`config.mk`:
```
export PLATFORM = sky130hd
export DESIGN_NAME = bit_window_noise_filter
export DESIGN_NICKNAME = d
export VERILOG_FILES = /design/src/hw/rtl/bwnf_pkg.sv /design/src/hw/rtl/bit_window_noise_filter.sv /design/src/hw/rtl/bwnf_run_scan.sv
export SDC_FILE = /design/constraint.sdc
export NUM_CORES = 1
export LEC_CHECK = 0
export BUFFER_PORTS_ARGS = -buffer_cell sky130_fd_sc_hd__buf_2
export CORE_ASPECT_RATIO = 1.4
export CORE_MARGIN = 2
export CORE_UTILIZATION = 55
export DETAILED_ROUTE_END_ITERATION = 6
export HOLD_SLACK_MARGIN = 0.1
export PLACE_DENSITY = 0.83
export SLEW_MARGIN = 20
export SYNTH_ARGS = -nofsm -noshare
export SYNTH_HDL_FRONTEND = slang
export SYNTH_SLANG_ARGS = --single-unit
```
`constraint.sdc`:
```
create_clock -name clk -period 5.1 [get_ports clk]
set_clock_uncertainty 0.2 [all_clocks]
set_input_delay 1.02 -clock clk [delete_from_list [all_inputs] [get_ports clk]]
set_output_delay 1.02 -clock clk [all_outputs]
set_load 0.02 [all_outputs]
```
`src/hw/rtl/bwnf_pkg.sv`:
```
package bwnf_pkg;

	localparam int MAX_WINDOW = 31;
	localparam int HIST_W     = MAX_WINDOW;
	localparam int HIST_IDX_W = $clog2(MAX_WINDOW);
	localparam int CNT_W      = $clog2(MAX_WINDOW + 1);
	localparam int WIN_W      = 5;
	localparam int ONES_W     = 5;
	localparam int S_TDATA_W  = 8;
	localparam int M_TDATA_W  = 8;
	localparam int CFG_DATA_W = 5;

	localparam logic [WIN_W-1:0] WIN_MIN   = WIN_W'(3);
	localparam logic [WIN_W-1:0] WIN_RESET = WIN_W'(8);

	typedef enum logic {
		REG_MODE   = 1'b0,
		REG_WINDOW = 1'b1
	} reg_index_t;

	typedef enum logic {
		OP_SAMPLE = 1'b0,
		OP_CLEAR  = 1'b1
	} op_t;

	typedef enum logic {
		MODE_MAJORITY = 1'b0,
		MODE_GLITCH   = 1'b1
	} filter_mode_t;

	// run scanner status back to the control
	typedef struct packed {
		logic             done;
		logic [CNT_W-1:0] run;
	} scan_stat_t;

endpackage

```
`src/hw/rtl/bit_window_noise_filter.sv`:
```
// bit_window_noise_filter: debounce of a one-bit switch sample stream.
// input stream s_*: one beat is a sample (tuser op = sample) or a clear
// (tuser op = clear, history and count emptied, result 0 / 0).
// output stream m_*: one beat per input beat, filtered level and the count
// of ones now held in the window.
// cfg_*: register writes (index 0 mode, index 1 window size), always ready;
// writing the window size empties the history. write only while idle.
// a clear, a majority-mode sample, or a glitch-mode sample equal to the
// newest stored bit goes from idle straight to apply, which loads the result.
// a glitch-mode sample that differs walks the run of equal newest bits one
// bit per cycle in the run scanner (at most window bits), then goes to apply.
// one item is in flight at a time; s_tready is high again from the edge that
// loads the result into the output register.
// a stalled receiver holds the result in the output register; the next
// item is accepted meanwhile and waits for the register before finishing.
// reset: history and count empty, mode majority, window size 8.
module bit_window_noise_filter
	import bwnf_pkg::*;
(
	input  logic                  clk,
	input  logic                  arst_n,
	input  logic                  s_tvalid,
	output logic                  s_tready,
	input  logic [S_TDATA_W-1:0]  s_tdata,   // [0] sample, rest zero
	input  logic                  s_tuser,   // [0] op
	output logic                  m_tvalid,
	input  logic                  m_tready,
	output logic [M_TDATA_W-1:0]  m_tdata,   // [0] filtered, [5:1] ones_seen, rest zero
	input  logic                  cfg_valid,
	output logic                  cfg_ready,
	input  logic                  cfg_index,
	input  logic [CFG_DATA_W-1:0] cfg_data
);

	typedef enum logic [1:0] {
		ST_IDLE,
		ST_SCAN,
		ST_APPLY
	} state_t;

	state_t            state_q;
	logic [HIST_W-1:0] hist_q;
	logic [CNT_W-1:0]  count_q;
	logic              mode_q;
	logic [WIN_W-1:0]  ws_q;
	logic              bit_q;
	logic              clear_q;
	logic              m_tvalid_q;
	logic              filt_q;
	logic [ONES_W-1:0] ones_q;

	logic [WIN_W-1:0]      win;
	logic [WIN_W-1:0]      half;
	logic [HIST_W-1:0]     trim;
	logic [HIST_W-1:0]     shifted;
	logic [HIST_W-1:0]     inv_mask;
	logic                  top_bit;
	logic [CNT_W-1:0]      new_cnt;
	logic                  level;
	logic                  in_beat;
	logic                  out_free;
	logic                  scan_start;
	scan_stat_t            scan_stat;

	always_comb begin
		if (ws_q < WIN_MIN) begin
			win = WIN_MIN;
		end else if (int'(ws_q) > MAX_WINDOW) begin
			win = WIN_W'(MAX_WINDOW);
		end else begin
			win = ws_q;
		end
	end

	assign half = win >> 1;

	always_comb begin
		for (int k = 0; k < HIST_W; k++) begin
			trim[k]     = hist_q[k] & ((k + 1) < int'(win));
			inv_mask[k] = k < int'(scan_stat.run);
		end
	end

	assign top_bit = hist_q[HIST_IDX_W'(win - WIN_W'(1))];
	assign shifted = {trim[HIST_W-2:0], bit_q};
	assign new_cnt = count_q - CNT_W'(top_bit) + CNT_W'(bit_q);
	assign level   = (mode_q == MODE_GLITCH) ? shifted[HIST_IDX_W'(half)]
	                                          : (new_cnt >= CNT_W'(half));

	assign s_tready  = (state_q == ST_IDLE);
	assign in_beat   = s_tvalid && s_tready;
	assign out_free  = !m_tvalid_q || m_tready;
	assign cfg_ready = 1'b1;

	assign scan_start = in_beat && (s_tuser == OP_SAMPLE) && (mode_q == MODE_GLITCH)
	                    && (s_tdata[0] != hist_q[0]);

	bwnf_run_scan u_scan (
		.clk    (clk),
		.arst_n (arst_n),
		.start  (scan_start),
		.hist   (hist_q),
		.win    (win),
		.stat   (scan_stat)
	);

	always_ff @(posedge clk or negedge arst_n) begin
		if (!arst_n) begin
			state_q    <= ST_IDLE;
			hist_q     <= '0;
			count_q    <= '0;
			mode_q     <= MODE_MAJORITY;
			ws_q       <= WIN_RESET;
			bit_q      <= 1'b0;
			clear_q    <= 1'b0;
			m_tvalid_q <= 1'b0;
			filt_q     <= 1'b0;
			ones_q     <= '0;
		end else begin
			if (m_tvalid_q && m_tready) begin
				m_tvalid_q <= 1'b0;
			end
			if (cfg_valid && cfg_ready) begin
				unique case (cfg_index)
					REG_MODE: begin
						mode_q <= cfg_data[0];
					end
					REG_WINDOW: begin
						ws_q    <= cfg_data[WIN_W-1:0];
						hist_q  <= '0;
						count_q <= '0;
					end
					default: begin
					end
				endcase
			end
			unique case (state_q)
				ST_IDLE: begin
					if (in_beat) begin
						bit_q   <= s_tdata[0];
						clear_q <= (s_tuser == OP_CLEAR);
						state_q <= scan_start ? ST_SCAN : ST_APPLY;
					end
				end
				ST_SCAN: begin
					if (scan_stat.done) begin
						// short run counts as a glitch: flip it back
						if (scan_stat.run <= CNT_W'(half)) begin
							hist_q <= hist_q ^ inv_mask;
							if (hist_q[0]) begin
								count_q <= count_q - scan_stat.run;
							end else begin
								count_q <= count_q + scan_stat.run;
							end
						end
						state_q <= ST_APPLY;
					end
				end
				ST_APPLY: begin
					if (out_free) begin
						m_tvalid_q <= 1'b1;
						if (clear_q) begin
							hist_q  <= '0;
							count_q <= '0;
							filt_q  <= 1'b0;
							ones_q  <= '0;
						end else begin
							hist_q  <= shifted;
							count_q <= new_cnt;
							filt_q  <= level;
							ones_q  <= ONES_W'(new_cnt);
						end
						state_q <= ST_IDLE;
					end
				end
				default: begin
					state_q <= ST_IDLE;
				end
			endcase
		end
	end

	assign m_tvalid = m_tvalid_q;
	assign m_tdata  = M_TDATA_W'({ones_q, filt_q});

endmodule

```
`src/hw/rtl/bwnf_run_scan.sv`:
```
module bwnf_run_scan
	import bwnf_pkg::*;
(
	input  logic              clk,
	input  logic              arst_n,
	input  logic              start,
	input  logic [HIST_W-1:0] hist,
	input  logic [WIN_W-1:0]  win,
	output scan_stat_t        stat
);

	logic              busy_q;
	logic [HIST_W-1:0] sh_q;
	logic [WIN_W-1:0]  idx_q;
	logic [CNT_W-1:0]  run_q;
	logic              newest_q;
	logic              step;

	// one history bit examined per cycle, oldest side reached last
	assign step = busy_q && (idx_q < win) && (sh_q[0] == newest_q);

	assign stat.done = busy_q && !step;
	assign stat.run  = run_q;

	always_ff @(posedge clk or negedge arst_n) begin
		if (!arst_n) begin
			busy_q   <= 1'b0;
			sh_q     <= '0;
			idx_q    <= '0;
			run_q    <= '0;
			newest_q <= 1'b0;
		end else if (start) begin
			busy_q   <= 1'b1;
			sh_q     <= hist >> 1;
			idx_q    <= WIN_W'(1);
			run_q    <= CNT_W'(1);
			newest_q <= hist[0];
		end else if (step) begin
			sh_q  <= sh_q >> 1;
			idx_q <= idx_q + WIN_W'(1);
			run_q <= run_q + CNT_W'(1);
		end else begin
			busy_q <= 1'b0;
		end
	end

endmodule

```
* Yosys cells after proc, flatten, opt, wreduce, memory -nomap -nowiden *
Cells that the tools add are included.

cells by class
  $add $sub $neg = 7
  magnitude comparators = 67
  eq/ne operators = 8
  multiplexer cells = 38
  bitwise gates (word level) = 33
  reductions and logical operators = 18

operators with widths
  operator             count
  $mux 31              8
  $lt 5x5->1 const A   30
  $lt 4x5->1 const A   16
  $pmux 31 s2          1
  $mux 5               12
  $lt 3x5->1 const A   8
  $xor 31x31->31       1
  $and 1x1->1          30
  $lt 2x5->1 const A   4
  $lt 1x5->1 const A   3
  $add 5x1->5 const B  2
  $pmux 5 s2           1
  $mux 1               9
  $logic_and 1x1->1    8
  $mux 2               4
  $reduce_and 2->1     4
  $lt 4x6->1 const B   1
  $lt 5x6->1 const B   1
  $ne 2x2->1 const B   3
  $pmux 2 s3           1
  $add 5x1->5          1
  $add 5x5->5          1
  $bmux 1 s5           1
  $ge 5x4->1           1
  18 further kinds     20

word-level totals
  register bits after elaboration = 96
  output and inout port bits = 11
  logic and storage cells = 186

* Longest topological paths before layout *
  depth in word-level cells = 10
  mapped depth = 24

* Hierarchy *
From an unflattened synthesis, not the netlist that was laid out.

unflattened totals
  cells, all modules = 757
  area total of the unflattened synthesis = 7046.8 um^2

by module, submodules not included
  module                   instances  cells each  area an instance (um^2)
  bit_window_noise_filter  1          473         4182.8
  bwnf_run_scan            1          284         2864.0

* Worst setup path after synthesis *
OpenSTA, ideal clock, no wires.

  kind = reg-to-reg
  start point = register ws_q[3]
  end point = register filt_q
  setup time = 0.125 ns
  arrival time = 4.898 ns
  required time = 4.775 ns
  slack = -0.123 ns
  stages on the path, launching flop included = 22
  buffers on the path = 3
  cells stage by stage = dfstp_2 buf_6 clkbuf_1 nor3_1 nor2_1 ha_1 buf_1 mux2_2 o211ai_1 o31ai_1 o311ai_0 o311ai_2 ha_1 inv_1 ha_1 fa_1 xor2_1 ha_1 a21o_1 a211o_1 o221ai_1 nand2_1

on the way
  cells in the longest elaborated chain, start to end = 10
  elaborated cells between the ends (all ways) = 42
  classes of those cells = 3 x add/sub; 17 x order compare; 7 x mux; 15 x bitwise

ends and longest elaborated chain
  item                          RTL line                        RTL
  from (decl)                   bit_window_noise_filter.sv:45   logic [WIN_W-1:0] ws_q;
  from (signal assigned)        bit_window_noise_filter.sv:129  ws_q <= cfg_data[WIN_W-1:0];
  $lt 5x2->1                    bit_window_noise_filter.sv:66   if (ws_q < WIN_MIN) begin
  $mux 5 (*)                    bit_window_noise_filter.sv:66
  $sub 5x1->5                   bit_window_noise_filter.sv:84   assign top_bit = hist_q[HIST_IDX_W'(win - WIN_W'(1))];
  $bmux 1 s5                    bit_window_noise_filter.sv:84
  $mux 1 (not written as such)  bit_window_noise_filter.sv:84
  $sub 5x1->5                   bit_window_noise_filter.sv:86   assign new_cnt = count_q - CNT_W'(top_bit) + CNT_W'(bit_q);
  $add 5x1->5                   bit_window_noise_filter.sv:86
  $ge 5x4->1                    bit_window_noise_filter.sv:88   : (new_cnt >= CNT_W'(half));
  $mux 1 (*)                    bit_window_noise_filter.sv:87   assign level = (mode_q == MODE_GLITCH) ? shifted[HIST_IDX_W'(half)]
  $mux 1 (*)                    bit_window_noise_filter.sv:162  if (clear_q) begin
  to (signal assigned)          bit_window_noise_filter.sv:170  filt_q <= level;
  to (decl)                     bit_window_noise_filter.sv:49   logic filt_q;

Mark *: on every way between the ends. The rest lies on a longest branch, timed or not. The select of a mux whose other input is x is not followed.
A chain may end at the register's enable or synchronous reset.

* Final worst setup path *
Ends and elaborated chain as after synthesis.

==> results.cfg <==
[final_layout]
drive_above_1_share_pct = 14.2
fill_cells = 968
mostFrequentLayoutCells = 123 x nand2_1, 94 x dfrtp_1, 45 x o21ai_1, 34 x mux2i_1, 30 x buf_4
fin_cells = 891
n_antenna_cell = 0
nets = 790
layout_commonest_cell = nand2_1
syn2layout_area_growth_pct = 8.44
final_cell_area_sq_um = 7250

[synth]
syn-cell-area_sq_um = 6680
synth_compound_area_share_pct = 21.9
synthTopCellsByArea = dfrtp_1 35%, nand2_1 6.9%, ha_1 5.4%
synthMuxAreaShare_pct = 10.3
synth_top_family_by_area = compound AO/OA/AOI/OAI gates
yosysWarningCount = 0
synth_xor_area_share_pct = 5.09
ys_types = 76
syn_inst = 740
synth_seq_cells = 95
synthArstFlopShare_pct = 100
syn_avg_cell_area_sq_um = 9.03
seq_area_frac_synth_pct = 35.6
yosys.area_share.adder_pct = 6.03
yosysTopAreaCell = dfrtp_1
synthFlopType = dfrtp_1
yosysTopAreaCellShare_pct = 35.2
synth_edf_count = 0
synthSimpleGateAreaFrac_pct = 14.9

[setup_path]
slowest_delay_ns = 0.47
required_ns = 5.14
path_cells = or3_4 > nand2b_4 > inv_4 > ha_4 > xnor2_2 > buf_4 > mux2i_1 > mux4_2 > nand2_1 > o31ai_1 > o311ai_2 > ha_1 > inv_2 > ha_4 > fa_1 > ha_1 > a21o_1 > a21o_1 > a211o_1 > o221ai_2 > nand2_1
cp.arrival_ns = 4.98
slowest_stage = mux4_2
crit_end = filt_q
reg2reg_depth = 21
r2r-end = filt_q
ff2ff_setup_slack_ns = 0.16
path_max_fanout = 5
cp-start-kind = register
endpoint_kind = register
cp-startpoint = ws_q[3]
reg2reg_from = ws_q[3]
path_class = register to register

[clocking]
htreeDepth = 3
clkSinkCount = 95
cts_buffer_depth = 2
path_clk_slew_ns = 0.07
cts_buffers = 9
cts_tree = built
root_buffer = clkbuf_16
clk_latency_ns = 0.35

[floorplan]
rows = 47
die-area_sq_um = 13100
ios = 31
die_w_um = 97.2
die_y_um = 134
start_util_pct = 56.5
fp.coreArea_sq_um = 11800

[detailed_routing]
ant_nets = 0
drt_iter0_markers = 651
drc_errors = 0
dr_total_vias = 5879
drt_wl_total_mm = 18.2
drt-wirelength-per-cell_um = 20.4
via_per_inst = 6.60
drt_pass1_iterations = 5

[place]
dp_hpwl_mm = 12.3
place.gp.congestion = 0.930
numPlacedInstances = 869
port_buffers = 20
placed_area_sq_um = 6870

[timing]
hold_viol = 0
setup_viol = 0
slew_violations = 0
fin_setup_tns_ns = 0
maxClockFrequency_mhz = 202
post-route-period-util_pct = 96.9
post-route-min-period_ns = 4.94
worstMarginPinSlew_ns = 0.872
maxSlewHeadroom_pct = 41.8

[pwr]
p_per_area_nw_per_um2 = 581
peakVddDrop_v = 0.000281
p_leak_nw = 3.33
power_mw = 4.21

[worst_hold_path]
hold_path_class = register to register

[global_route]
grt_pass1_vias = 5957
grt_max_degree = 71
track_usage_pct = 28.2
grt_overflow_total = 0
grt_pass1_wl_mm = 29.6
antenna_found_initial = 0

[run]
cap_violations = 0

[run_status]
status = complete, no violations
[cells by family after synthesis]
group,after synthesis
AO/OA/AOI/OAI,209
XOR/XNOR,38
adder cells (fa/ha/maj),31
buffers and inverters,91
flip-flops,95
multiplexers,55
other,2
AND/OR/NAND/NOR,219
[worst max-delay path: cells and delay by family, from the launching register on]
family	cells	cell delay, ns
mux	2	0.59
simple gates	4	0.66
compound gates	6	1.23
fa+ha+maj	5	1.36
buf+inv	3	0.28
flops	1	0.38
xor+xnor	1	0.13
[layer usage]
layer / part of all wire, % / track usage (%) / vias to the layer above
li1: - / - / 2643
met1: 38 / 33.3 / 2874
met2: 50 / 48.8 / 272
met3: 6.2 / 3.91 / 90
met4: 5.1 / 17.1 / 0
met5: 0 / 0 / -
[registers in the layout (all words and copies together) (netlist names)]
name / cells
m_tvalid: 1
u_scan.idx_q: 5
u_scan.run_q: 5
u_scan.newest_q: 1
bit_q: 1
hist_q: 31
filt_q: 1
u_scan.busy_q: 1
state_q: 2
ws_q: 5
clear_q: 1
mode_q: 1
ones_q: 5
count_q: 5
u_scan.sh_q: 30
[worst min path at each step]
stage,start,end,slack [ns],cells past startpoint
after floorplan,filt_q,filt_q,0.25,2
after global placement,ones_q[1],ones_q[1],0.25,1
after detailed placement,ones_q[0],ones_q[0],0.27,1
after CTS,ones_q[0],ones_q[0],0.28,1
after global routing,ones_q[1],ones_q[1],0.29,1
final,ones_q[0],ones_q[0],0.28,1
[synth_stat cells, types with 6 or more instances]
master       n
nand2_1    123
dfrtp_1     94
o21ai_1     46
clkbuf_1    42
mux2i_1     34
ha_1        29
nor2_1      28
inv_1       26
a21oi_1     25
xor2_1      22
a21o_1      20
nand3_1     16
o21ai_0     15
xnor2_1     15
a22oi_1     13
mux2_2      12
a21boi_1    11
a2bb2oi_1   11
buf_2        7
nor3_1       7
a32oi_1      6
and2_1       6
and3_1       6
buf_4        6
mux4_2       6
nor2b_1      6
o211ai_1     6
[where the power goes]
part | leakage (nW) | switching [mW] | internal [mW]
Clock | 0.140 | 0.297 | 0.382
Combinational | 1.97 | 1.23 | 0.940
Sequential | 1.22 | 0.345 | 1.02
[per-stage QoR]
| stage | setup WS, ns | util [%] | hold slack [ns] |
|---|---|---|---|
| after CTS | 0.0755 | 60.7 | 0.279 |
| final | 0.156 | 61.3 | 0.279 |
| after floorplan | 0.0104 | - | 0.248 |
| after global routing | -0.0304 | 61.3 | 0.293 |
| after global placement | 0.0915 | 58.1 | 0.254 |
| after detailed placement | 0.00268 | 58.1 | 0.265 |
[timing repair]
item	CTS	global route
hold buffers	0	0
setup buffers	1	5
endpoints found under the hold margin	0	0
pin swaps	1	8
setup endpoints to repair	1	2
resized for setup	1	8
[area by class of cell]
type,instances,area (sq um),share of cell area [%]
clock inverters,5,60.1,0.829
inverters,29,111,1.54
repair buffers,49,320,4.42
well taps,147,184,2.54
multi-input cells,555,3960,54.7
clock buffers,11,233,3.21
flip-flops and latches,95,2380,32.8
No activity file was read; power rests on OpenSTA's default activity.
